--- src/rtl/rsdp_pkg.sv ---
// Types, constants and width helpers of the straight-drive profile block
package rsdp_pkg;

  // Field widths
  localparam int TargetW = 21;
  localparam int SpeedW  = 9;
  localparam int AccelW  = 7;
  localparam int SlowW   = 16;
  localparam int GainW   = 5;
  localparam int DeltaW  = 12;
  localparam int HeadW   = 32;
  localparam int HeadHiW = 16;
  localparam int DriveW  = 10;
  localparam int CurW    = 10;
  localparam int DegW    = 9;
  localparam int HProdW  = 25;
  localparam int GdW     = 15;

  // Degrees per full turn
  localparam int DegScale = 360;

  // Configuration port
  localparam int AddrW = 5;
  localparam int DataW = 32;

  localparam logic [2:0] REG_TARGET_COUNT  = 3'd0;
  localparam logic [2:0] REG_TOP_SPEED     = 3'd1;
  localparam logic [2:0] REG_MIN_SPEED     = 3'd2;
  localparam logic [2:0] REG_ACCEL_STEP    = 3'd3;
  localparam logic [2:0] REG_SLOW_DISTANCE = 3'd4;
  localparam logic [2:0] REG_HEADING_GAIN  = 3'd5;

  localparam logic [TargetW-1:0] RST_TARGET_COUNT  = 21'd5000;
  localparam logic [SpeedW-1:0]  RST_TOP_SPEED     = 9'd400;
  localparam logic [SpeedW-1:0]  RST_MIN_SPEED     = 9'd140;
  localparam logic [AccelW-1:0]  RST_ACCEL_STEP    = 7'd2;
  localparam logic [SlowW-1:0]   RST_SLOW_DISTANCE = 16'd1400;
  localparam logic [GainW-1:0]   RST_HEADING_GAIN  = 5'd5;

  // Operation codes
  localparam logic OP_START = 1'b0;
  localparam logic OP_TICK  = 1'b1;

  typedef struct packed {
    logic [TargetW-1:0] target_count;
    logic [SpeedW-1:0]  top_speed;
    logic [SpeedW-1:0]  min_speed;
    logic [AccelW-1:0]  accel_step;
    logic [SlowW-1:0]   slow_distance;
    logic [GainW-1:0]   heading_gain;
  } cfg_t;

  // Controller to datapath
  typedef struct packed {
    logic capture;
    logic calc;
    logic mul;
    logic div_step;
    logic write;
  } dp_cmd_t;

  // Datapath to controller
  typedef struct packed {
    logic tick_run;
    logic out_free;
  } dp_status_t;

  // Signed width that holds target minus travelled count
  function automatic int dist_bits(int cb);
    return ((cb > 22) ? cb : 22) + 2;
  endfunction

  // Width of the deceleration product, also the divider step count
  function automatic int prod_bits(int cb);
    return dist_bits(cb) + SpeedW;
  endfunction

endpackage

--- src/rtl/rsdp_regs.sv ---
// Configuration register file with APB-style access
module rsdp_regs import rsdp_pkg::*; (
  input  logic             clk_i,
  input  logic             rst_ni,
  input  logic             psel,
  input  logic             penable,
  input  logic             pwrite,
  input  logic [AddrW-1:0] paddr,
  input  logic [DataW-1:0] pwdata,
  output logic [DataW-1:0] prdata,
  output logic             pready,
  output cfg_t             cfg_o
);

  cfg_t       cfg_q;
  logic [2:0] reg_idx;
  logic       wr_en;

  assign reg_idx = paddr[AddrW-1:2];
  assign wr_en   = psel && penable && pwrite;
  assign pready  = 1'b1;
  assign cfg_o   = cfg_q;

  // Register writes
  always_ff @(posedge clk_i or negedge rst_ni) begin
    if (!rst_ni) begin
      cfg_q.target_count  <= RST_TARGET_COUNT;
      cfg_q.top_speed     <= RST_TOP_SPEED;
      cfg_q.min_speed     <= RST_MIN_SPEED;
      cfg_q.accel_step    <= RST_ACCEL_STEP;
      cfg_q.slow_distance <= RST_SLOW_DISTANCE;
      cfg_q.heading_gain  <= RST_HEADING_GAIN;
    end else if (wr_en) begin
      case (reg_idx)
        REG_TARGET_COUNT:  cfg_q.target_count  <= pwdata[TargetW-1:0];
        REG_TOP_SPEED:     cfg_q.top_speed     <= pwdata[SpeedW-1:0];
        REG_MIN_SPEED:     cfg_q.min_speed     <= pwdata[SpeedW-1:0];
        REG_ACCEL_STEP:    cfg_q.accel_step    <= pwdata[AccelW-1:0];
        REG_SLOW_DISTANCE: cfg_q.slow_distance <= pwdata[SlowW-1:0];
        REG_HEADING_GAIN:  cfg_q.heading_gain  <= pwdata[GainW-1:0];
        default: ;
      endcase
    end
  end

  // Read mux
  always_comb begin
    prdata = '0;
    case (reg_idx)
      REG_TARGET_COUNT:  prdata = DataW'(cfg_q.target_count);
      REG_TOP_SPEED:     prdata = DataW'(cfg_q.top_speed);
      REG_MIN_SPEED:     prdata = DataW'(cfg_q.min_speed);
      REG_ACCEL_STEP:    prdata = DataW'(cfg_q.accel_step);
      REG_SLOW_DISTANCE: prdata = DataW'(cfg_q.slow_distance);
      REG_HEADING_GAIN:  prdata = DataW'(cfg_q.heading_gain);
      default:           prdata = '0;
    endcase
  end

endmodule

--- src/rtl/rsdp_ctrl.sv ---
// Straight-drive sequencer: capture, calc, multiply, divide (active ticks), write
module rsdp_ctrl import rsdp_pkg::*; #(
  parameter int COUNT_BITS = 32
) (
  input  logic       clk_i,
  input  logic       rst_ni,
  input  logic       in_valid_i,
  output logic       in_ready_o,
  input  dp_status_t status_i,
  output dp_cmd_t    cmd_o
);

  localparam int ProdW = prod_bits(COUNT_BITS);
  localparam int StepW = $clog2(ProdW);

  localparam logic [2:0] S_IDLE  = 3'd0;
  localparam logic [2:0] S_CALC  = 3'd1;
  localparam logic [2:0] S_MUL   = 3'd2;
  localparam logic [2:0] S_DIV   = 3'd3;
  localparam logic [2:0] S_WRITE = 3'd4;

  logic [2:0]       state_q, state_d;
  logic [StepW-1:0] cnt_q, cnt_d;

  // Next state and commands
  always_comb begin
    state_d    = state_q;
    cnt_d      = cnt_q;
    cmd_o      = '0;
    in_ready_o = 1'b0;
    case (state_q)
      S_IDLE: begin
        in_ready_o = 1'b1;
        if (in_valid_i) begin
          cmd_o.capture = 1'b1;
          state_d       = status_i.tick_run ? S_CALC : S_WRITE;
        end
      end
      S_CALC: begin
        cmd_o.calc = 1'b1;
        state_d    = S_MUL;
      end
      S_MUL: begin
        cmd_o.mul = 1'b1;
        cnt_d     = StepW'(ProdW - 1);
        state_d   = S_DIV;
      end
      S_DIV: begin
        cmd_o.div_step = 1'b1;
        if (cnt_q == '0) begin
          state_d = S_WRITE;
        end else begin
          cnt_d = cnt_q - 1'b1;
        end
      end
      S_WRITE: begin
        if (status_i.out_free) begin
          cmd_o.write = 1'b1;
          state_d     = S_IDLE;
        end
      end
      default: state_d = S_IDLE;
    endcase
  end

  always_ff @(posedge clk_i or negedge rst_ni) begin
    if (!rst_ni) begin
      state_q <= S_IDLE;
      cnt_q   <= '0;
    end else begin
      state_q <= state_d;
      cnt_q   <= cnt_d;
    end
  end

endmodule

--- src/rtl/rsdp_datapath.sv ---
// Datapath: run state, heading scale, ramp multiply, restoring divider, output register
module rsdp_datapath import rsdp_pkg::*; #(
  parameter int COUNT_BITS = 32
) (
  input  logic                     clk_i,
  input  logic                     rst_ni,
  input  cfg_t                     cfg_i,
  input  dp_cmd_t                  cmd_i,
  output dp_status_t               status_o,
  input  logic                     operation_i,
  input  logic signed [DeltaW-1:0] left_count_delta_i,
  input  logic signed [HeadW-1:0]  heading_raw_i,
  input  logic                     out_ready_i,
  output logic                     out_valid_o,
  output logic signed [DriveW-1:0] left_drive_o,
  output logic signed [DriveW-1:0] right_drive_o,
  output logic                     done_res_o
);

  localparam int DistW  = dist_bits(COUNT_BITS);
  localparam int ProdW  = prod_bits(COUNT_BITS);
  localparam int NsW    = ProdW + 2;
  localparam int SpdW   = SpeedW + 3;
  localparam int CurMin = -(2 ** (CurW - 1));

  // Saturate a drive sum to plus or minus the top speed
  function automatic logic [DriveW-1:0] sat_drive(logic signed [GdW-1:0] v,
                                                  logic [SpeedW-1:0] top);
    logic signed [GdW-1:0] hi;
    logic signed [GdW-1:0] lo;
    hi = $signed({{(GdW-SpeedW){1'b0}}, top});
    lo = -hi;
    if (v > hi) begin
      return hi[DriveW-1:0];
    end else if (v < lo) begin
      return lo[DriveW-1:0];
    end
    return v[DriveW-1:0];
  endfunction

  // Run state
  logic signed [COUNT_BITS-1:0] travelled_q;
  logic signed [CurW-1:0]       cur_q;
  logic                         running_q;

  // Captured item
  logic                      op_q;
  logic signed [DeltaW-1:0]  delta_q;
  logic signed [HeadHiW-1:0] head_q;

  // Work registers
  logic signed [COUNT_BITS-1:0] trav_q;
  logic signed [DistW-1:0]      dist_q;
  logic signed [DegW-1:0]       deg_q;
  logic signed [GdW-1:0]        gd_q;
  logic                         neg_q;
  logic [ProdW-1:0]             quo_q;
  logic [SlowW-1:0]             rem_q;

  // Output register
  logic                     out_valid_q;
  logic signed [DriveW-1:0] left_q, right_q;
  logic                     done_q;

  assign status_o.tick_run = (operation_i == OP_TICK) && running_q;
  assign status_o.out_free = !out_valid_q || out_ready_i;

  // Travelled count, remaining distance and heading in degrees
  logic signed [COUNT_BITS-1:0] trav_sum;
  logic signed [DistW-1:0]      dist_calc;
  logic signed [HProdW-1:0]     hprod;

  assign trav_sum  = travelled_q + {{(COUNT_BITS-DeltaW){delta_q[DeltaW-1]}}, delta_q};
  assign dist_calc = $signed({{(DistW-TargetW){1'b0}}, cfg_i.target_count})
                   - $signed({{(DistW-COUNT_BITS){trav_sum[COUNT_BITS-1]}}, trav_sum});
  assign hprod     = $signed({{(HProdW-HeadHiW){head_q[HeadHiW-1]}}, head_q})
                   * $signed(HProdW'(DegScale));

  // Ramp product magnitude and heading term
  logic [DistW-1:0]         span;
  logic signed [SpeedW:0]   spread, spread_neg;
  logic [SpeedW-1:0]        spread_mag;
  logic [ProdW-1:0]         prod;
  logic signed [GdW-1:0]    gd_calc;

  assign span       = DistW'(cfg_i.slow_distance) - dist_q;
  assign spread     = $signed({1'b0, cfg_i.top_speed}) - $signed({1'b0, cfg_i.min_speed});
  assign spread_neg = -spread;
  assign spread_mag = spread[SpeedW] ? spread_neg[SpeedW-1:0] : spread[SpeedW-1:0];
  assign prod       = span * spread_mag;
  assign gd_calc    = $signed({1'b0, cfg_i.heading_gain}) * deg_q;

  // One restoring divide step per cycle
  logic [SlowW:0] rem_shift, rem_sub;
  logic           rem_ge;

  assign rem_shift = {rem_q, quo_q[ProdW-1]};
  assign rem_ge    = rem_shift >= {1'b0, cfg_i.slow_distance};
  assign rem_sub   = rem_shift - {1'b0, cfg_i.slow_distance};

  // Ceiling of the deduction and the decelerated speed
  logic signed [NsW-1:0] quo_ext, ceil_v, ns, cur_wide;
  logic                  slow_zero;

  assign slow_zero = (cfg_i.slow_distance == '0);
  assign quo_ext   = $signed({2'b00, quo_q});
  assign ceil_v    = neg_q ? -quo_ext : quo_ext + NsW'(rem_q != '0);
  assign ns        = slow_zero ? $signed({{(NsW-SpeedW){1'b0}}, cfg_i.min_speed})
                   : $signed({{(NsW-SpeedW){1'b0}}, cfg_i.top_speed}) - ceil_v;
  assign cur_wide  = $signed({{(NsW-CurW){cur_q[CurW-1]}}, cur_q});

  // Speed update
  logic signed [SpdW-1:0] cur_s, top_s, mn_s, sum_s;
  logic                   far;
  logic signed [CurW-1:0] cur_new;

  assign cur_s = $signed({{(SpdW-CurW){cur_q[CurW-1]}}, cur_q});
  assign top_s = $signed({{(SpdW-SpeedW){1'b0}}, cfg_i.top_speed});
  assign mn_s  = $signed({{(SpdW-SpeedW){1'b0}}, cfg_i.min_speed});
  assign sum_s = cur_s + $signed({{(SpdW-AccelW){1'b0}}, cfg_i.accel_step});
  assign far   = !(dist_q < $signed({{(DistW-SlowW){1'b0}}, cfg_i.slow_distance}));

  always_comb begin
    cur_new = cur_q;
    if ((cur_s < top_s) && far) begin
      cur_new = (sum_s > top_s) ? top_s[CurW-1:0] : sum_s[CurW-1:0];
    end else if (cur_s < mn_s) begin
      cur_new = (sum_s > mn_s) ? mn_s[CurW-1:0] : sum_s[CurW-1:0];
    end else if (!far) begin
      if (ns < cur_wide) begin
        cur_new = (ns < NsW'(CurMin)) ? CurW'(CurMin) : ns[CurW-1:0];
      end
    end
  end

  // Wheel drives and finish flag
  logic signed [GdW-1:0]    cur_g, left_sum, right_sum;
  logic [DriveW-1:0]        left_sat, right_sat;
  logic                     done_hit;

  assign cur_g     = $signed({{(GdW-CurW){cur_new[CurW-1]}}, cur_new});
  assign left_sum  = cur_g + gd_q;
  assign right_sum = cur_g - gd_q;
  assign left_sat  = sat_drive(left_sum, cfg_i.top_speed);
  assign right_sat = sat_drive(right_sum, cfg_i.top_speed);
  assign done_hit  = dist_q[DistW-1] || (dist_q == '0);

  // Capture and work registers
  always_ff @(posedge clk_i) begin
    if (cmd_i.capture) begin
      op_q    <= operation_i;
      delta_q <= left_count_delta_i;
      head_q  <= heading_raw_i[HeadW-1 -: HeadHiW];
    end
    if (cmd_i.calc) begin
      trav_q <= trav_sum;
      dist_q <= dist_calc;
      deg_q  <= hprod[HProdW-1 -: DegW];
    end
    if (cmd_i.mul) begin
      quo_q <= prod;
      rem_q <= '0;
      neg_q <= spread[SpeedW];
      gd_q  <= gd_calc;
    end else if (cmd_i.div_step) begin
      quo_q <= {quo_q[ProdW-2:0], rem_ge};
      rem_q <= rem_ge ? rem_sub[SlowW-1:0] : rem_shift[SlowW-1:0];
    end
  end

  // Run state updates on result write
  always_ff @(posedge clk_i or negedge rst_ni) begin
    if (!rst_ni) begin
      travelled_q <= '0;
      cur_q       <= '0;
      running_q   <= 1'b0;
    end else if (cmd_i.write) begin
      if (op_q == OP_START) begin
        travelled_q <= '0;
        cur_q       <= $signed({{(CurW-AccelW){1'b0}}, cfg_i.accel_step});
        running_q   <= (cfg_i.target_count != '0);
      end else if (running_q) begin
        travelled_q <= trav_q;
        cur_q       <= cur_new;
        running_q   <= !done_hit;
      end
    end
  end

  // Output register payload
  always_ff @(posedge clk_i) begin
    if (cmd_i.write) begin
      if (op_q == OP_START) begin
        left_q  <= '0;
        right_q <= '0;
        done_q  <= (cfg_i.target_count == '0);
      end else if (running_q) begin
        left_q  <= left_sat;
        right_q <= right_sat;
        done_q  <= done_hit;
      end else begin
        left_q  <= '0;
        right_q <= '0;
        done_q  <= 1'b1;
      end
    end
  end

  // Output valid: set on write, cleared on transfer
  always_ff @(posedge clk_i or negedge rst_ni) begin
    if (!rst_ni) begin
      out_valid_q <= 1'b0;
    end else if (cmd_i.write) begin
      out_valid_q <= 1'b1;
    end else if (out_ready_i) begin
      out_valid_q <= 1'b0;
    end
  end

  assign out_valid_o   = out_valid_q;
  assign left_drive_o  = left_q;
  assign right_drive_o = right_q;
  assign done_res_o    = done_q;

endmodule

--- src/rtl/ramped_straight_drive_profile.sv ---
// Top level of the ramped straight-drive profile with heading correction
//
//   channel  handshake              payload
//   ------   ---------------------  ------------------------------------------
//   cfg      psel/penable/pwrite    paddr, pwdata, prdata (pready tied high)
//   in       in_valid_i/in_ready_o  operation_i, left_count_delta_i, heading_raw_i
//   out      out_valid_o/out_ready_i left_drive_o, right_drive_o, done_res_o
//
// A control tick of an active run passes from input transfer through the states CALC, MUL,
// DIV and WRITE to its result; the divider in DIV yields one quotient bit per cycle.
// A start item or a tick with no active run goes straight from IDLE to WRITE.
// One item is in work at a time; the next input transfer is taken once the result
// sits in the output register, even while that result waits for out_ready_i.
// Reset loads the register defaults and leaves no run active.
module ramped_straight_drive_profile import rsdp_pkg::*; #(
  parameter int COUNT_BITS = 32
) (
  input  logic                     clk_i,
  input  logic                     rst_ni,
  input  logic                     psel,
  input  logic                     penable,
  input  logic                     pwrite,
  input  logic [AddrW-1:0]         paddr,
  input  logic [DataW-1:0]         pwdata,
  output logic [DataW-1:0]         prdata,
  output logic                     pready,
  input  logic                     in_valid_i,
  output logic                     in_ready_o,
  input  logic                     operation_i,
  input  logic signed [DeltaW-1:0] left_count_delta_i,
  input  logic signed [HeadW-1:0]  heading_raw_i,
  output logic                     out_valid_o,
  input  logic                     out_ready_i,
  output logic signed [DriveW-1:0] left_drive_o,
  output logic signed [DriveW-1:0] right_drive_o,
  output logic                     done_res_o
);

  cfg_t       cfg;
  dp_cmd_t    cmd;
  dp_status_t status;

  // Configuration registers
  rsdp_regs u_regs (
    .clk_i   (clk_i),
    .rst_ni  (rst_ni),
    .psel    (psel),
    .penable (penable),
    .pwrite  (pwrite),
    .paddr   (paddr),
    .pwdata  (pwdata),
    .prdata  (prdata),
    .pready  (pready),
    .cfg_o   (cfg)
  );

  // Sequencer
  rsdp_ctrl #(
    .COUNT_BITS (COUNT_BITS)
  ) u_ctrl (
    .clk_i      (clk_i),
    .rst_ni     (rst_ni),
    .in_valid_i (in_valid_i),
    .in_ready_o (in_ready_o),
    .status_i   (status),
    .cmd_o      (cmd)
  );

  // Datapath
  rsdp_datapath #(
    .COUNT_BITS (COUNT_BITS)
  ) u_datapath (
    .clk_i              (clk_i),
    .rst_ni             (rst_ni),
    .cfg_i              (cfg),
    .cmd_i              (cmd),
    .status_o           (status),
    .operation_i        (operation_i),
    .left_count_delta_i (left_count_delta_i),
    .heading_raw_i      (heading_raw_i),
    .out_ready_i        (out_ready_i),
    .out_valid_o        (out_valid_o),
    .left_drive_o       (left_drive_o),
    .right_drive_o      (right_drive_o),
    .done_res_o         (done_res_o)
  );

endmodule

--- config.mk ---
export PLATFORM = sky130hd
export DESIGN_NAME = ramped_straight_drive_profile
export DESIGN_NICKNAME = d
export VERILOG_FILES = /design/src/rtl/rsdp_pkg.sv /design/src/rtl/rsdp_regs.sv /design/src/rtl/rsdp_ctrl.sv /design/src/rtl/rsdp_datapath.sv /design/src/rtl/ramped_straight_drive_profile.sv
export SDC_FILE = /design/constraint.sdc
export NUM_CORES = 2
export LEC_CHECK = 0
export ABC_AREA = 1
export BUFFER_PORTS_ARGS = -buffer_cell sky130_fd_sc_hd__buf_2
export CAP_MARGIN = 20
export CORE_MARGIN = 5
export CORE_UTILIZATION = 55
export DETAILED_ROUTE_END_ITERATION = 7
export GPL_ROUTABILITY_DRIVEN = 0
export PLACE_DENSITY_LB_ADDON = 0.1
export SYNTH_ARGS = -nofsm -noshare
export SYNTH_HDL_FRONTEND = slang
export SYNTH_HIERARCHICAL = 1
export SYNTH_SLANG_ARGS = --single-unit
--- constraint.sdc ---
create_clock -name clk_i -period 12.15 [get_ports clk_i]
set_input_delay 1.215 -clock clk_i [delete_from_list [all_inputs] [get_ports clk_i]]
set_output_delay 1.215 -clock clk_i [all_outputs]
set_load 0.02 [all_outputs]
Word-level counts from Yosys, hierarchy flattened

Cells that the tools add are included.

Memories kept: 0
Bits in read-only memories: 0
Bits in registers: 320
Bits of input ports: 89
Bits in latches: 0
Bits in writable memories: 0
Output and inout port bits: 56
Word-level logic and storage cells: 147

Muxes and demuxes: 49
Equality and inequality tests: 14
Divide/modulo/power cells: 0
Reductions and logical operators: 30
Bitwise operators: 0
Shift operators: 0
Order comparisons: 12
$add $sub $neg: 14
$mul: 3

Operators with widths:

| kind                    | number |
|---|---|
| $mux W10                | 15 |
| $pmux W21 S6            | 1 |
| $mux W45                | 2 |
| $mux W43                | 2 |
| $mux W32                | 2 |
| $lt A45 B10 Y1          | 1 |
| $lt A45 B10 Y1 const B  | 1 |
| $neg A43 Y45            | 1 |
| $sub A10 B45 Y45        | 1 |
| $add A43 B1 Y44         | 1 |
| $mul A34 B9 Y43         | 1 |
| $logic_not A34 Y1       | 1 |
| $lt A34 B17 Y1          | 1 |
| $sub A16 B34 Y34        | 1 |
| $sub A22 B32 Y33        | 1 |
| $add A32 B32 Y32        | 1 |
| $gt A15 B10 Y1          | 2 |
| $lt A15 B15 Y1          | 2 |
| $gt A12 B10 Y1          | 2 |
| $mul A16 B7 Y22 const B | 1 |
| $logic_not A21 Y1       | 1 |
| $reduce_bool A21 Y1     | 1 |
| $lt A10 B10 Y1          | 2 |
| $mux W1                 | 18 |
| 31 further kinds        | 60 |

Logic depth before layout (Yosys ltp)

Word-level depth: 16
Gate-level depth with buffers: 76
Gate-level depth less buffers: 76

By module

Netlist, hierarchy kept.

By module, submodules not included:

| module        | times used | area each (sq um) | cells each | sequential area each (sq um) |
|---|---|---|---|---|
| rsdp_datapath | 1          | 36570.1           | 5012       | 6916.6 |
| rsdp_regs     | 1          | 3370.7            | 423        | 1701.6 |
| rsdp_ctrl     | 1          | 613.1             | 79         | 225.2 |

Worst setup path after synthesis

Ideal clock, no wire load.

Kind: register to register
From: reg u_datapath.neg_q
To: reg u_datapath.right_q[1], in the netlist u_datapath/right_drive_o[1], data pin
Setup time: 0.266 ns
Period minus slack after synthesis: 9.942 ns
Data required time: 11.884 ns
Buffers on the path: 4
Slack: 2.208 ns
Data arrival time: 9.676 ns
Cell stages (with the launch flop): 69
Path through: edfxtp_1 -> inv_1 -> clkbuf_1 -> buf_2 -> buf_1 -> clkbuf_1 -> o21ai_0 -> xor2_1 -> ha_1 -> nand3_1 -> nand2_1 -> nand2_1 -> nand2_1 -> nand2_1 -> nand2_1 -> inv_1 -> nor2_1 -> nand2_1 -> [... 33 more ...] -> a21oi_1 -> nor2_1 -> o21ai_0 -> nand3_1 -> nand2_1 -> inv_1 -> ha_1 -> nand2_1 -> nor2_1 -> nand3_1 -> o2111ai_1 -> or2_2 -> nand2_1 -> clkinv_1 -> nand2_2 -> nor2_1 -> nor2_1 -> nor2_1

Word-level cells in the longest chain between the ends: 14
Elaborated cells between the ends (all ways): 17
Classes of those cells: add/sub (2); order compare (4); mux (11)

Ends and longest elaborated chain:

| what                     | line                 | RTL |
|---|---|---|
| start: declaration       | rsdp_datapath.sv:56  | `logic neg_q;` |
| start signal: assignment | rsdp_datapath.sv:163 | `neg_q <= spread[SpeedW];` |
| $mux W45 *               | rsdp_datapath.sv:107 | `assign ceil_v = neg_q ? -quo_ext : quo_ext + NsW'(rem_q != '0);` |
| $sub A10 B45 Y45 *       | rsdp_datapath.sv:109 | `: $signed({{(NsW-SpeedW){1'b0}}, cfg_i.top_speed}) - ceil_v;` |
| $mux W45 *               | rsdp_datapath.sv:108 | `assign ns = slow_zero ? $signed({{(NsW-SpeedW){1'b0}}, cfg_i.min_speed})` |
| $lt A45 B10 Y1           | rsdp_datapath.sv:131 | `cur_new = (ns < NsW'(CurMin)) ? CurW'(CurMin) : ns[CurW-1:0];` |
| $mux W10                 | rsdp_datapath.sv:131 |  |
| $mux W10 *               | rsdp_datapath.sv:130 | `if (ns < cur_wide) begin` |
| $mux W10 *               | rsdp_datapath.sv:129 | `end else if (!far) begin` |
| $mux W10 *               | rsdp_datapath.sv:127 | `end else if (cur_s < mn_s) begin` |
| $mux W10 *               | rsdp_datapath.sv:125 | `if ((cur_s < top_s) && far) begin` |
| $sub A10 B15 Y15 *       | rsdp_datapath.sv:143 | `assign right_sum = cur_g - gd_q;` |
| $lt A15 B15 Y1           | rsdp_datapath.sv:35  | `end else if (v < lo) begin` |
| $mux W1                  | rsdp_datapath.sv:35  |  |
| $mux W1                  | rsdp_datapath.sv:33  | `if (v > hi) begin` |
| $mux W10 *               | rsdp_datapath.sv:38  | `return v[DriveW-1:0];` |
| end signal: assignment   | rsdp_datapath.sv:199 | `right_q <= right_sat;` |
| end: declaration         | rsdp_datapath.sv:62  | `logic signed [DriveW-1:0] left_q, right_q;` |

Mark *: on every way between the ends. The rest lies on a longest branch, timed or not.
A chain may end at the register's enable or synchronous reset.

Worst setup path after layout

From: reg u_datapath.rem_q[8]
To: reg u_datapath.right_q[1], in the netlist u_datapath/right_drive_o[1], data pin

Word-level cells in the longest chain between the ends: 16
Elaborated cells between the ends (all ways): 19
Classes of those cells: add/sub (3); order compare (4); mux (11); reduce/logical (1)

Ends and longest elaborated chain:

| what                     | line                 | RTL |
|---|---|---|
| start: declaration       | rsdp_datapath.sv:58  | `logic [SlowW-1:0] rem_q;` |
| start signal: assignment | rsdp_datapath.sv:167 | `rem_q <= rem_ge ? rem_sub[SlowW-1:0] : rem_shift[SlowW-1:0];` |
| $reduce_bool A16 Y1 *    | rsdp_datapath.sv:107 |  |
| $add A43 B1 Y44 *        | rsdp_datapath.sv:107 |  |
| $mux W45 *               | rsdp_datapath.sv:107 |  |
| $sub A10 B45 Y45 *       | rsdp_datapath.sv:109 |  |
| $mux W45 *               | rsdp_datapath.sv:108 |  |
| $lt A45 B10 Y1           | rsdp_datapath.sv:131 |  |
| $mux W10                 | rsdp_datapath.sv:131 |  |
| $mux W10 *               | rsdp_datapath.sv:130 |  |
| $mux W10 *               | rsdp_datapath.sv:129 |  |
| $mux W10 *               | rsdp_datapath.sv:127 |  |
| $mux W10 *               | rsdp_datapath.sv:125 |  |
| $sub A10 B15 Y15 *       | rsdp_datapath.sv:143 |  |
| $lt A15 B15 Y1           | rsdp_datapath.sv:35  |  |
| $mux W1                  | rsdp_datapath.sv:35  |  |
| $mux W1                  | rsdp_datapath.sv:33  |  |
| $mux W10 *               | rsdp_datapath.sv:38  |  |

Marks and branches as above.

==> flow_metrics.py <==
metrics = {
    "run_status": {
        "status": "completed",
    },
    "timing": {
        "fin_crit_ps": 11110,
        "whs_ps": 477,
        "tightest_slew_ps": 1130,
        "slew_viol_final": 0,
        "hold_viol": 0,
        "fin_skew_ps": 16.0,
        "max_freq_ghz": 0.0900,
        "setup_tns_ps": 0,
        "period_share": 0.914,
        "setup_viol": 0,
        "relSlewSlack": 0.245,
    },
    "job": {
        "drv_cap": 0,
    },
    "floorplanning": {
        "row_count": 99,
        "die-area_sq_mm": 0.0793,
        "fp.dieH_microns": 282,
        "initial_utilization": 0.555,
        "fp.dieW_microns": 282,
        "coreArea_sq_mm": 0.0731,
        "ios": 145,
    },
    "clock_network": {
        "cts_tree": "built",
        "root_buffer": "clkbuf_16",
        "clk_latency_ps": 570,
        "htreeDepth": 2,
        "clockBufferDepth": 3,
        "numCtsBuffers": 39,
        "path_clk_slew_ps": 60,
        "numClockSinks": 319,
    },
    "synth": {
        "yosys_warnings": 6,
        "synth_area_sq_mm": 0.0406,
        "syn_inst": 5514,
        "synth_area_per_cell_sq_um": 7.35,
        "async_flop_share": 0.376,
        "synth_cell_type_count": 66,
        "ys_seq_area_frac": 0.218,
        "synth_ff_type": "edfxtp_1",
        "synth_edf_count": 183,
        "ys_ff_latch": 319,
    },
    "worst_setup_path": {
        "worstPathMaxFanout": 9,
        "crit_path_frequent_cell": "nand2_1",
        "cp-end-kind": "flop",
        "required_ps": 12430,
        "cp.arrival_ps": 11390,
        "slowest_stage": "fa_1",
        "critPathLaunchType": "flop",
        "slowest_delay_ps": 420,
        "crit_type": "flop to flop",
    },
    "final_layout": {
        "fin_cells": 6560,
        "areaGrowthSynthToFinish_pct": 7.31,
        "nets": 6368,
        "drive_above_1_share": 0.0663,
        "final_common_cell": "nand2_1",
        "final_cell_mix": "nand2_1 (1374), inv_1 (870), nor2_1 (564)",
        "fin_area_sq_mm": 0.0435,
    },
    "global_route": {
        "grt_pass1_vias": 34100,
        "track_usage": 0.277,
        "antenna_found_initial": 5,
        "overflow": 0,
        "grt_max_degree": 74,
        "grt_first_pass_wirelength_microns": 179000,
    },
    "place": {
        "dpl.cell_count": 6473,
        "hpwl_microns": 89000,
        "portBuffers": 103,
        "placed_area_sq_mm": 0.0419,
    },
    "detailed_routing": {
        "drc_errors": 0,
        "first_pass_iters": 5,
        "ant_nets": 0,
        "wl_per_cell_microns": 16.9,
        "vias_per_cell": 5.53,
        "drtIter0Drc": 3140,
        "vias": 36300,
        "totalWireLength_microns": 111000,
    },
    "min_path": {
        "worstHoldPathType": "flop to flop",
    },
}
repair_timing:
| action | in CTS | in global routing |
|---|---|---|
| hold buffers | 0 | 0 |
| gates resized for setup | 0 | 29 |
| setup buffers | 0 | 9 |
| setup endpoints to repair | 0 | 20 |
final cells by class:
| cell class | count | area [sq um] |
|---|---|---|
| fill | 6930 | 29600 |
| multi-input combinational | 4163 | 27900 |
| sequential | 319 | 8840 |
| inverter | 898 | 3380 |
| tap | 959 | 1200 |
| clock buffer | 45 | 1050 |
| timing repair buffer | 144 | 858 |
| clock inverter | 26 | 299 |
| antenna | 5 | 12.5 |
| timing repair inverter | 1 | 5.00 |
cells by family (layout without fill, tap and decap cells):
kind of cell             Yosys count  count (layout)  share of synthesized area
other                              2              17                   0.000185
AO/OA/AOI/OAI                    742             742                      0.105
buffers and inverters           1042            1114                      0.100
adder cells (fa/ha/maj)          713             713                      0.273
XOR/XNOR                         203             203                     0.0438
flip-flops                       319             319                      0.218
multiplexers                       2               2                   0.000494
AND/OR/NAND/NOR                 2491            2491                      0.259
path summary, 6_finish.rpt:
kind | depth (start not counted) | slack, ps | startpoint | to
worst min-delay path | 1 | 480 | u_datapath/trav_q[14] | u_datapath/travelled_q[14]
min in group asynchronous | 1 | 800 | rst_ni | u_datapath/travelled_q[28]
worst max register to register | 66 | 1040 | u_datapath/rem_q[8] | u_datapath/right_drive_o[1]
max in group asynchronous | 2 | 10060 | rst_ni | u_regs/cfg_o[46]
worst max-delay path | 66 | 1040 | u_datapath/rem_q[8] | u_datapath/right_drive_o[1]
worst min register to register | 1 | 480 | u_datapath/trav_q[14] | u_datapath/travelled_q[14]
flip-flops by register name, indices dropped and copies added, names as in the netlist, 6 cells and up:
signal,flops
u_datapath/deg_q,9
u_datapath/quo_q,43
u_datapath/gd_q,15
u_datapath/dist_q,33
u_ctrl/cnt_q,6
u_regs/cfg_o,67
u_datapath/cur_q,10
u_datapath/travelled_q,32
u_datapath/left_drive_o,10
u_datapath/delta_q,12
u_datapath/right_drive_o,10
u_datapath/trav_q,32
u_datapath/rem_q,16
u_datapath/head_q,16
worst max-delay path, delay by kind of cell (launching register included):
kind / cells / cell delay (ps)
adders and majority gates: 7 / 2090
AOI/OAI and AO/OA: 16 / 2590
DFF: 1 / 360
xor gates and xnor gates: 1 / 190
buffers and inverters: 6 / 520
and+or+nand+nor: 36 / 5010
cells in the mapped netlist, types with 30 or more instances:
cell type  count  area, sq um
fa_1         289         5790
nand2_1     1377         5170
inv_1        871         3270
nor2_2        30          188
nand4_1       85          532
nor2_1       566         2120
o211ai_1      37          278
o22ai_1       34          213
a22o_1        32          280
clkbuf_1      84          315
edfxtp_1     183         5500
nand3_1      289         1450
ha_1         424         5310
xor2_1       149         1310
nor3_1        37          185
xnor2_1       54          473
dfrtp_1      100         2500
a21oi_1      263         1320
o21ai_0      245         1230
routing by layer:
metal	GRT usage	vias up	part of all wire
li1	-	17800	-
met1	0.403	17000	0.45
met2	0.444	1268	0.45
met3	0.0335	186	0.073
met4	0.0737	0	0.029
met5	0	-	0
through the flow:
stage,util,setup WS [ps]
floorplan,-,2210
global placement,0.573,363
detailed placement,0.574,205
CTS,0.592,150
global route,0.595,-4.42
finish,0.595,1040
Power is left out: the tool's default activity adds up to more than one toggle a clock period on the data nets, which glitch-free logic cannot reach.
